**src/bsd_pkg.sv**
```systemverilog
// Package: shared types and constants of the BMP LSB stego decoder.
`timescale 1ns / 1ps
`default_nettype none

package bsd_pkg;

   // Configuration register reset values
   localparam logic [7:0]  HEADER_LENGTH_RESET = 8'd54;
   localparam logic [15:0] MAGIC_WORD_RESET    = 16'd8995;

   // Configuration port geometry
   localparam int unsigned CSR_ADDR_WIDTH = 3;
   localparam int unsigned CSR_DATA_WIDTH = 32;

   // Register indexes (paddr[2])
   localparam logic REG_HEADER_LENGTH = 1'b0;
   localparam logic REG_MAGIC_WORD    = 1'b1;

   // Result kinds
   localparam logic [1:0] KIND_EXT  = 2'd0;
   localparam logic [1:0] KIND_PAY  = 2'd1;
   localparam logic [1:0] KIND_BAD  = 2'd2;
   localparam logic [1:0] KIND_DONE = 2'd3;

   // Input item
   typedef struct packed {
      logic [7:0] pixel_byte;
      logic       new_image;
   } req_item_type;

   // Result item
   typedef struct packed {
      logic [1:0] kind;
      logic [7:0] value;
      logic       last;
   } rsp_item_type;

   // Configuration seen by the parser
   typedef struct packed {
      logic [7:0]  header_length;
      logic [15:0] magic_word;
   } cfg_type;

endpackage

`default_nettype wire

```
**src/bsd_csr.sv**
```systemverilog
// Module: configuration registers behind the APB-style port.
`timescale 1ns / 1ps
`default_nettype none

module bsd_csr (
   input  wire logic                                 clock,
   input  wire logic                                 reset,
   input  wire logic                                 csr_psel,
   input  wire logic                                 csr_penable,
   input  wire logic                                 csr_pwrite,
   input  wire logic [bsd_pkg::CSR_ADDR_WIDTH-1:0]   csr_paddr,
   input  wire logic [bsd_pkg::CSR_DATA_WIDTH-1:0]   csr_pwdata,
   output logic      [bsd_pkg::CSR_DATA_WIDTH-1:0]   csr_prdata,
   output logic                                      csr_pready,
   output bsd_pkg::cfg_type                          cfg
);

   logic [7:0]  header_length_ff;
   logic [7:0]  header_length_in;
   logic [15:0] magic_word_ff;
   logic [15:0] magic_word_in;
   logic        wr_en;
   logic        reg_sel;

   assign csr_pready = 1'b1;
   assign wr_en      = csr_psel & csr_penable & csr_pwrite & csr_pready;
   // word index; the low two address bits are byte lanes
   assign reg_sel    = csr_paddr[2];

   // register write decode
   always_comb begin
      header_length_in = header_length_ff;
      magic_word_in    = magic_word_ff;
      if (wr_en) begin
         case (reg_sel)
            bsd_pkg::REG_HEADER_LENGTH: header_length_in = csr_pwdata[7:0];
            bsd_pkg::REG_MAGIC_WORD:    magic_word_in    = csr_pwdata[15:0];
            default: ;
         endcase
      end
   end

   always_ff @(posedge clock) begin
      if (reset) begin
         header_length_ff <= bsd_pkg::HEADER_LENGTH_RESET;
         magic_word_ff    <= bsd_pkg::MAGIC_WORD_RESET;
      end else begin
         header_length_ff <= header_length_in;
         magic_word_ff    <= magic_word_in;
      end
   end

   // read mux
   always_comb begin
      case (reg_sel)
         bsd_pkg::REG_HEADER_LENGTH: csr_prdata = {24'd0, header_length_ff};
         bsd_pkg::REG_MAGIC_WORD:    csr_prdata = {16'd0, magic_word_ff};
         default:                    csr_prdata = '0;
      endcase
   end

   assign cfg.header_length = header_length_ff;
   assign cfg.magic_word    = magic_word_ff;

endmodule

`default_nettype wire

```
**src/bsd_parse.sv**
```systemverilog
// Module: file parser state machine, one item per step.
`timescale 1ns / 1ps
`default_nettype none

module bsd_parse (
   input  wire logic                  clock,
   input  wire logic                  reset,
   input  wire bsd_pkg::cfg_type      cfg,
   input  wire logic                  step,
   input  wire bsd_pkg::req_item_type item,
   output logic                       emit,
   output bsd_pkg::rsp_item_type      result
);

   typedef enum logic [2:0] {
      PH_HEADER,
      PH_MAGIC,
      PH_EXT_LEN,
      PH_EXT,
      PH_PAY_LEN,
      PH_PAY,
      PH_IDLE
   } phase_type;

   phase_type   phase_ff, phase_in;
   logic [7:0]  header_count_ff, header_count_in;
   logic [4:0]  bit_count_ff, bit_count_in;
   logic [31:0] bit_shift_ff, bit_shift_in;
   logic [30:0] remaining_ff, remaining_in;

   phase_type   cur_phase;
   logic [7:0]  cur_hc;
   logic [4:0]  cur_bc;
   logic [31:0] cur_bs;
   logic [30:0] cur_rem;
   logic        skip;
   logic [31:0] gathered;
   logic [30:0] length;
   logic [30:0] rem_dec;
   logic [4:0]  bc_inc;

   // next-state logic for one item
   always_comb begin
      cur_phase = phase_ff;
      cur_hc    = header_count_ff;
      cur_bc    = bit_count_ff;
      cur_bs    = bit_shift_ff;
      cur_rem   = remaining_ff;
      skip      = 1'b0;
      emit      = 1'b0;
      result    = '0;

      // new file restarts the parse on this very item
      if (item.new_image) begin
         cur_phase = PH_HEADER;
         cur_hc    = '0;
         cur_bc    = '0;
         cur_bs    = '0;
         cur_rem   = '0;
      end

      header_count_in = cur_hc;
      if (cur_phase == PH_HEADER) begin
         if (cur_hc < cfg.header_length) begin
            header_count_in = cur_hc + 8'd1;
            skip            = 1'b1;
         end else begin
            cur_phase = PH_MAGIC;
            cur_bc    = '0;
            cur_bs    = '0;
         end
      end

      // bit gathering, LSB first
      gathered         = cur_bs;
      gathered[cur_bc] = item.pixel_byte[0];
      bc_inc           = cur_bc + 5'd1;
      length           = gathered[31] ? '0 : gathered[30:0];
      rem_dec          = cur_rem - 31'd1;

      phase_in     = cur_phase;
      bit_count_in = cur_bc;
      bit_shift_in = cur_bs;
      remaining_in = cur_rem;

      if (!skip) begin
         case (cur_phase)
            PH_MAGIC: begin
               if (cur_bc >= 5'd15) begin
                  bit_count_in = '0;
                  bit_shift_in = '0;
                  if (gathered[15:0] != cfg.magic_word) begin
                     phase_in    = PH_IDLE;
                     emit        = 1'b1;
                     result.kind = bsd_pkg::KIND_BAD;
                     result.last = 1'b1;
                  end else begin
                     phase_in = PH_EXT_LEN;
                  end
               end else begin
                  bit_count_in = bc_inc;
                  bit_shift_in = gathered;
               end
            end
            PH_EXT_LEN: begin
               if (cur_bc >= 5'd31) begin
                  bit_count_in = '0;
                  bit_shift_in = '0;
                  remaining_in = length;
                  phase_in     = (length != '0) ? PH_EXT : PH_PAY_LEN;
               end else begin
                  bit_count_in = bc_inc;
                  bit_shift_in = gathered;
               end
            end
            PH_EXT: begin
               if (cur_bc >= 5'd7) begin
                  bit_count_in = '0;
                  bit_shift_in = '0;
                  remaining_in = rem_dec;
                  if (rem_dec == '0) begin
                     phase_in = PH_PAY_LEN;
                  end
                  emit         = 1'b1;
                  result.kind  = bsd_pkg::KIND_EXT;
                  result.value = gathered[7:0];
               end else begin
                  bit_count_in = bc_inc;
                  bit_shift_in = gathered;
               end
            end
            PH_PAY_LEN: begin
               if (cur_bc >= 5'd31) begin
                  bit_count_in = '0;
                  bit_shift_in = '0;
                  remaining_in = length;
                  if (length == '0) begin
                     phase_in    = PH_IDLE;
                     emit        = 1'b1;
                     result.kind = bsd_pkg::KIND_DONE;
                     result.last = 1'b1;
                  end else begin
                     phase_in = PH_PAY;
                  end
               end else begin
                  bit_count_in = bc_inc;
                  bit_shift_in = gathered;
               end
            end
            PH_PAY: begin
               if (cur_bc >= 5'd7) begin
                  bit_count_in = '0;
                  bit_shift_in = '0;
                  remaining_in = rem_dec;
                  emit         = 1'b1;
                  result.kind  = bsd_pkg::KIND_PAY;
                  result.value = gathered[7:0];
                  if (rem_dec == '0) begin
                     phase_in    = PH_IDLE;
                     result.last = 1'b1;
                  end
               end else begin
                  bit_count_in = bc_inc;
                  bit_shift_in = gathered;
               end
            end
            default: begin
               phase_in = PH_IDLE;
            end
         endcase
      end
   end

   // parser state
   always_ff @(posedge clock) begin
      if (reset) begin
         phase_ff        <= PH_HEADER;
         header_count_ff <= '0;
         bit_count_ff    <= '0;
         bit_shift_ff    <= '0;
         remaining_ff    <= '0;
      end else if (step) begin
         phase_ff        <= phase_in;
         header_count_ff <= header_count_in;
         bit_count_ff    <= bit_count_in;
         bit_shift_ff    <= bit_shift_in;
         remaining_ff    <= remaining_in;
      end
   end

   // a final result always leaves the parser halted
   a_last_halts: assert property (@(posedge clock) disable iff (reset)
      step && emit && result.last |=> phase_ff == PH_IDLE)
      else $error("final result did not halt the parser");

   // a halted parser stays silent until a new file starts
   a_idle_silent: assert property (@(posedge clock) disable iff (reset)
      step && phase_ff == PH_IDLE && !item.new_image |-> !emit)
      else $error("result emitted while halted");

   // character sections gather at most eight bits
   a_char_bits: assert property (@(posedge clock) disable iff (reset)
      (phase_ff == PH_EXT || phase_ff == PH_PAY) |-> bit_count_ff < 5'd8)
      else $error("character bit count out of range");

   // a character section is never entered with nothing left
   a_rem_nonzero: assert property (@(posedge clock) disable iff (reset)
      (phase_ff == PH_EXT || phase_ff == PH_PAY) |-> remaining_ff != '0)
      else $error("character section with zero count");

endmodule

`default_nettype wire

```
**src/bsd_out_reg.sv**
```systemverilog
// Module: result register towards the rsp channel.
`timescale 1ns / 1ps
`default_nettype none

module bsd_out_reg (
   input  wire logic                  clock,
   input  wire logic                  reset,
   input  wire logic                  load,
   input  wire bsd_pkg::rsp_item_type load_data,
   output logic                       blocked,
   output logic                       rsp_valid,
   input  wire logic                  rsp_stall,
   output bsd_pkg::rsp_item_type      rsp_data
);

   logic                  valid_ff, valid_in;
   bsd_pkg::rsp_item_type data_ff, data_in;

   // a held item that is stalled blocks the stage in front
   assign blocked = valid_ff & rsp_stall;

   always_comb begin
      valid_in = valid_ff;
      data_in  = data_ff;
      if (load) begin
         valid_in = 1'b1;
         data_in  = load_data;
      end else if (!rsp_stall) begin
         valid_in = 1'b0;
      end
   end

   always_ff @(posedge clock) begin
      if (reset) begin
         valid_ff <= 1'b0;
      end else begin
         valid_ff <= valid_in;
      end
      data_ff <= data_in;
   end

   assign rsp_valid = valid_ff;
   assign rsp_data  = data_ff;

endmodule

`default_nettype wire

```
**src/bmp_lsb_stego_decoder_unit.sv**
```systemverilog
// An accepted item is held in the input register; the parser steps on it from there
// and loads any result into the result register. Throughput: one item per cycle when
// no held result is stalled; the parser is a single registered step. A stalled held
// result holds the input register, which then stalls the input channel.
// Synchronous active-high reset clears the parse to header skip and sets
// header_length to 54 and magic_word to 8995; no clearing pass is needed.
`timescale 1ns / 1ps
`default_nettype none

module bmp_lsb_stego_decoder_unit (
   input  wire logic                                 clock,
   input  wire logic                                 reset,
   // input channel
   input  wire logic                                 req_valid,
   output logic                                      req_stall,
   input  wire bsd_pkg::req_item_type                req_data,
   // result channel
   output logic                                      rsp_valid,
   input  wire logic                                 rsp_stall,
   output bsd_pkg::rsp_item_type                     rsp_data,
   // configuration port
   input  wire logic                                 csr_psel,
   input  wire logic                                 csr_penable,
   input  wire logic                                 csr_pwrite,
   input  wire logic [bsd_pkg::CSR_ADDR_WIDTH-1:0]   csr_paddr,
   input  wire logic [bsd_pkg::CSR_DATA_WIDTH-1:0]   csr_pwdata,
   output logic      [bsd_pkg::CSR_DATA_WIDTH-1:0]   csr_prdata,
   output logic                                      csr_pready
);

   bsd_pkg::cfg_type      cfg;
   logic                  in_valid_ff, in_valid_in;
   bsd_pkg::req_item_type in_data_ff, in_data_in;
   logic                  req_accept;
   logic                  proceed;
   logic                  out_blocked;
   logic                  emit;
   bsd_pkg::rsp_item_type result;

   bsd_csr u_csr (
      .clock       (clock),
      .reset       (reset),
      .csr_psel    (csr_psel),
      .csr_penable (csr_penable),
      .csr_pwrite  (csr_pwrite),
      .csr_paddr   (csr_paddr),
      .csr_pwdata  (csr_pwdata),
      .csr_prdata  (csr_prdata),
      .csr_pready  (csr_pready),
      .cfg         (cfg)
   );

   // input register: the held item moves on unless the result side is blocked
   assign proceed    = in_valid_ff & ~out_blocked;
   assign req_stall  = in_valid_ff & ~proceed;
   assign req_accept = req_valid & ~req_stall;

   always_comb begin
      in_valid_in = in_valid_ff;
      in_data_in  = in_data_ff;
      if (req_accept) begin
         in_valid_in = 1'b1;
         in_data_in  = req_data;
      end else if (proceed) begin
         in_valid_in = 1'b0;
      end
   end

   always_ff @(posedge clock) begin
      if (reset) begin
         in_valid_ff <= 1'b0;
      end else begin
         in_valid_ff <= in_valid_in;
      end
      in_data_ff <= in_data_in;
   end

   bsd_parse u_parse (
      .clock  (clock),
      .reset  (reset),
      .cfg    (cfg),
      .step   (proceed),
      .item   (in_data_ff),
      .emit   (emit),
      .result (result)
   );

   bsd_out_reg u_out_reg (
      .clock     (clock),
      .reset     (reset),
      .load      (proceed & emit),
      .load_data (result),
      .blocked   (out_blocked),
      .rsp_valid (rsp_valid),
      .rsp_stall (rsp_stall),
      .rsp_data  (rsp_data)
   );

endmodule

`default_nettype wire
```
**config.mk**
```make
export PLATFORM = sky130hd
export DESIGN_NAME = bmp_lsb_stego_decoder_unit
export DESIGN_NICKNAME = d
export VERILOG_FILES = /design/src/bsd_pkg.sv /design/src/bsd_csr.sv /design/src/bsd_parse.sv /design/src/bsd_out_reg.sv /design/src/bmp_lsb_stego_decoder_unit.sv
export SDC_FILE = /design/constraint.sdc
export NUM_CORES = 1
export LEC_CHECK = 0
export ABC_AREA = 1
export ABC_CLOCK_PERIOD_IN_PS = 5640
export BUFFER_PORTS_ARGS = -buffer_cell sky130_fd_sc_hd__buf_2
export CAP_MARGIN = 30
export CORE_MARGIN = 2
export CORE_UTILIZATION = 50
export CTS_BUF_LIST = sky130_fd_sc_hd__clkbuf_8
export DETAILED_ROUTE_END_ITERATION = 12
export PLACE_DENSITY = 0.79
export SLEW_MARGIN = 25
export SYNTH_ARGS = -nofsm -noshare
export SYNTH_HDL_FRONTEND = slang
export SYNTH_SLANG_ARGS = --single-unit
```
**constraint.sdc**
```tcl
create_clock -name clock -period 5.64 [get_ports clock]
set_input_delay 1.128 -clock clock [delete_from_list [all_inputs] [get_ports clock]]
set_output_delay 1.128 -clock clock [all_outputs]
set_load 0.1 [all_outputs]
```
==> impl_metrics.env <==
export IMPL_status="finished, final reports clean"
export IMPL_vias=9429
export IMPL_ant_nets=0
export IMPL_grt_overflow=0
export IMPL_num_rows=47
export IMPL_fp_dieArea_um2=18200
export IMPL_totalWireLength_mm=27.6
export IMPL_slowest_stage="edfxtp_1"
export IMPL_fin_cells=1638
export IMPL_r2r_slack_ns=0.52
export IMPL_endpoint_kind="register"
export IMPL_synth_main_ff_cell="dfxtp_1"
export IMPL_core_area_um2=16700
export IMPL_r2r_end="u_out_reg.rsp_data[5]"
export IMPL_avgViaCountPerCell=5.76
export IMPL_cts_htree_levels=4
export IMPL_gp_congestion=1.00
export IMPL_power_per_cell_area_nw_per_um2=231
export IMPL_place_ws_ns=0.662
export IMPL_rsz0062_at_grt="no"
export IMPL_reg2reg_depth=21
export IMPL_initial_core_util_pct=51.4
export IMPL_setup_viol=0
export IMPL_synth_top_cell_area_share_pct=24.5
export IMPL_cp_top_family="simple AND/OR/NAND/NOR gates"
export IMPL_clock_skew_final_ns=0.0106
export IMPL_clockRootBuffer="clkbuf_8"
export IMPL_synthArstFlopShare_pct=0
export IMPL_place_hpwl_mm=19.3
export IMPL_crit_chain="nor2_1 -> ha_1 -> a21oi_1 -> o21a_1 -> nand2_1 -> nand2_2 -> nand2_1 -> nor2_1 -> ha_1 -> nand3_1 -> o21ai_1 -> nand2_2 -> nand2_1 -> nand2_1 -> nor2_1 -> nand2_1 -> nor2_1 -> nand3b_1 -> nand3_1 -> nand2_1 -> inv_1"
export IMPL_ios=97
export IMPL_critPathKind="register to register"
export IMPL_critical_path_max_stage_delay_ns=0.52
export IMPL_grt_max_degree=60
export IMPL_irDropWorstVdd_v=0.000141
export IMPL_tightestPinTransition_ns=0.753
export IMPL_antenna_cells=0
export IMPL_placement_io_buffers=54
export IMPL_min_to="u_parse.remaining_ff[20]"
export IMPL_fillCellCount=1691
export IMPL_crit_required_ns=5.73
export IMPL_cp_common_cell="nand2_1"
export IMPL_cts_max_path_buffers=2
export IMPL_drt_iter0_drc=1213
export IMPL_reg2reg_from="in_data_ff[0]"
export IMPL_synth_area_um2=8590
export IMPL_hold_worst_slack_ns=0.465
export IMPL_path_clk_slew_ns=0.08
export IMPL_syn_area_per_cell_um2=6.22
export IMPL_post_cts_setup_buffer_count=0
export IMPL_drv_cap=0
export IMPL_fin_util_pct=56.1
export IMPL_leakage_nw=4.41
export IMPL_syn_inst=1381
export IMPL_ys_types=49
export IMPL_worstPathBufferInverterCount=1
export IMPL_fp_dieH_um=135
export IMPL_min_path_type="register to register"
export IMPL_clk_latency_ns=0.45
export IMPL_fmax_mhz=195
export IMPL_first_global_vias=8351
export IMPL_yosysSeqAreaShare_pct=29.0
export IMPL_fin_nets=1473
export IMPL_holdPathStages=2
export IMPL_final_max_slew_viol_count=0
export IMPL_die_x_um=135
export IMPL_yosysTopAreaCell="dfxtp_1"
export IMPL_detail_route_first_pass_iterations=8
export IMPL_synth_edf_count=13
export IMPL_synth_top_cells_by_count="nand2_1 (369), nor2_1 (148), a21oi_1 (128)"
export IMPL_place_inst=1606
export IMPL_synthMostInstantiatedCell="nand2_1"
export IMPL_tritoncts="yes"
export IMPL_critical_path_arrival_ns=5.21
export IMPL_postLayoutCellArea_um2=9360
export IMPL_hold_violations=0
export IMPL_drcViolationCount=0
export IMPL_wl_per_cell_um=16.9
export IMPL_hold_buffers=0
export IMPL_grt_first_pass_wirelength_mm=43.9
export IMPL_setup_tns_ns=0
export IMPL_layout_drive_gt1_share_pct=11.4
export IMPL_grt_usage_pct=30.6
export IMPL_synth_area_top_cells="dfxtp_1 (24%), nand2_1 (16%), a21oi_1 (7.5%), nor2_1 (6.5%), o21ai_0 (6.2%)"
export IMPL_area_growth_pct=9.02
export IMPL_yosys_warnings=0
export IMPL_period_needed_ns=5.12
export IMPL_postCtsResizedCells=0
export IMPL_clock_sinks=118
export IMPL_fin_crit_sh_pct=90.7
export IMPL_min_delay_start="u_parse.remaining_ff[20]"
export IMPL_cts_inserted_buffers=17
export IMPL_critPathMaxFanout=34
export IMPL_slew_headroom_pct=49.8
export IMPL_p_total_mw=2.16
export IMPL_antenna_found_initial=0
export IMPL_dpl_cell_area_um2=8900
export IMPL_cp_start_kind="register"
export IMPL_ys_ff_latch=118
export IMPL_setup_ws_ns=0.524
-- how the worst max path moves through the flow --
stage	from	endpoint	slack, ns	depth (start not counted)
6_report	in_data_ff[0]	u_out_reg.rsp_data[5]	0.52	21
3_3_place_gp	in_data_ff[0]	u_out_reg.rsp_data[2]	0.77	21
5_1_grt	in_data_ff[0]	u_out_reg.rsp_data[5]	0.10	21
3_5_place_dp	in_data_ff[0]	u_out_reg.rsp_data[5]	0.66	21
4_1_cts	in_data_ff[0]	u_out_reg.rsp_data[5]	0.63	21
2_1_floorplan	in_data_ff[0]	u_out_reg.rsp_data[0]	0.55	32
-- area by class of cell --
cell class	count	area [um2]	share of cell area, %
clock buffers	18	248	2.65
repair buffers	71	398	4.25
flip-flops and latches	118	2490	26.6
well taps	220	275	2.94
clock inverters	14	211	2.26
inverters	146	548	5.85
multi-input cells	1051	5190	55.4
-- routing by layer --
layer	global-route usage, %	part of all wire (%)
met1	42.1	43
met2	47.0	44
met3	6.53	10
met4	11.7	2.9
met5	0	0
-- cells in the final DEF, fill, tap and decap left out, types with 3 or more instances in the layout --
master / netlist / layout
nand2_1: 369 / 369
nor2_1: 148 / 147
inv_1: 127 / 130
a21oi_1: 128 / 128
o21ai_0: 106 / 106
dfxtp_1: 105 / 105
nand3_1: 100 / 100
buf_2: 16 / 54
xor2_1: 20 / 20
clkbuf_8: 0 / 18
ha_1: 17 / 17
conb_1: 2 / 17
buf_4: 18 / 17
inv_2: 16 / 16
o22ai_1: 15 / 15
edfxtp_1: 13 / 13
nor3_1: 12 / 12
nand2_2: 11 / 11
nand4_1: 11 / 11
o221ai_1: 10 / 10
a31oi_1: 9 / 9
o21ai_1: 7 / 7
o211ai_1: 7 / 7
xnor2_1: 7 / 7
nor2_2: 6 / 6
nand3_2: 5 / 5
nor2_4: 4 / 5
nand2_4: 5 / 5
a22oi_1: 5 / 5
bufinv_16: 0 / 5
nand3b_1: 4 / 4
clkinv_4: 0 / 4
nor3_4: 3 / 3
clkinv_1: 3 / 3
o21bai_1: 3 / 3
o2111ai_1: 3 / 3
-- where the power goes --
group	switching (mW)	internal, mW	total (mW)
Clock	0.380	0.535	0.916
Sequential	0.0155	0.871	0.887
Combinational	0.278	0.0795	0.357
Total	0.674	1.49	2.16
-- logic make-up after synthesis --
group | count (synthesis) | synth area share (%)
DFF | 118 | 29.0
AOI/OAI and AO/OA | 303 | 19.4
buffers and inverters | 227 | 11.3
other | 2 | 0.0875
and+or+nand+nor | 686 | 34.7
xor gates and xnor gates | 28 | 2.94
adders and majority gates | 17 | 2.48
-- tightest hold or removal path: stages, from the launching register on --
cell and delay [ns]:
dfxtp_1 0.31, nand2_1 0.06, a21oi_1 0.05
-- registers in the layout (all words and copies together) (netlist names) --
name / cells
u_parse.bit_count_ff: 5
u_csr.header_length_ff: 8
u_parse.header_count_ff: 8
u_out_reg.rsp_data: 11
u_parse.bit_shift_ff: 32
u_parse.remaining_ff: 31
in_data_ff: 2
in_valid_ff: 1
u_parse.phase_ff: 3
u_out_reg.rsp_valid: 1
u_csr.magic_word_ff: 16
(Power assumes the default switching activity.)
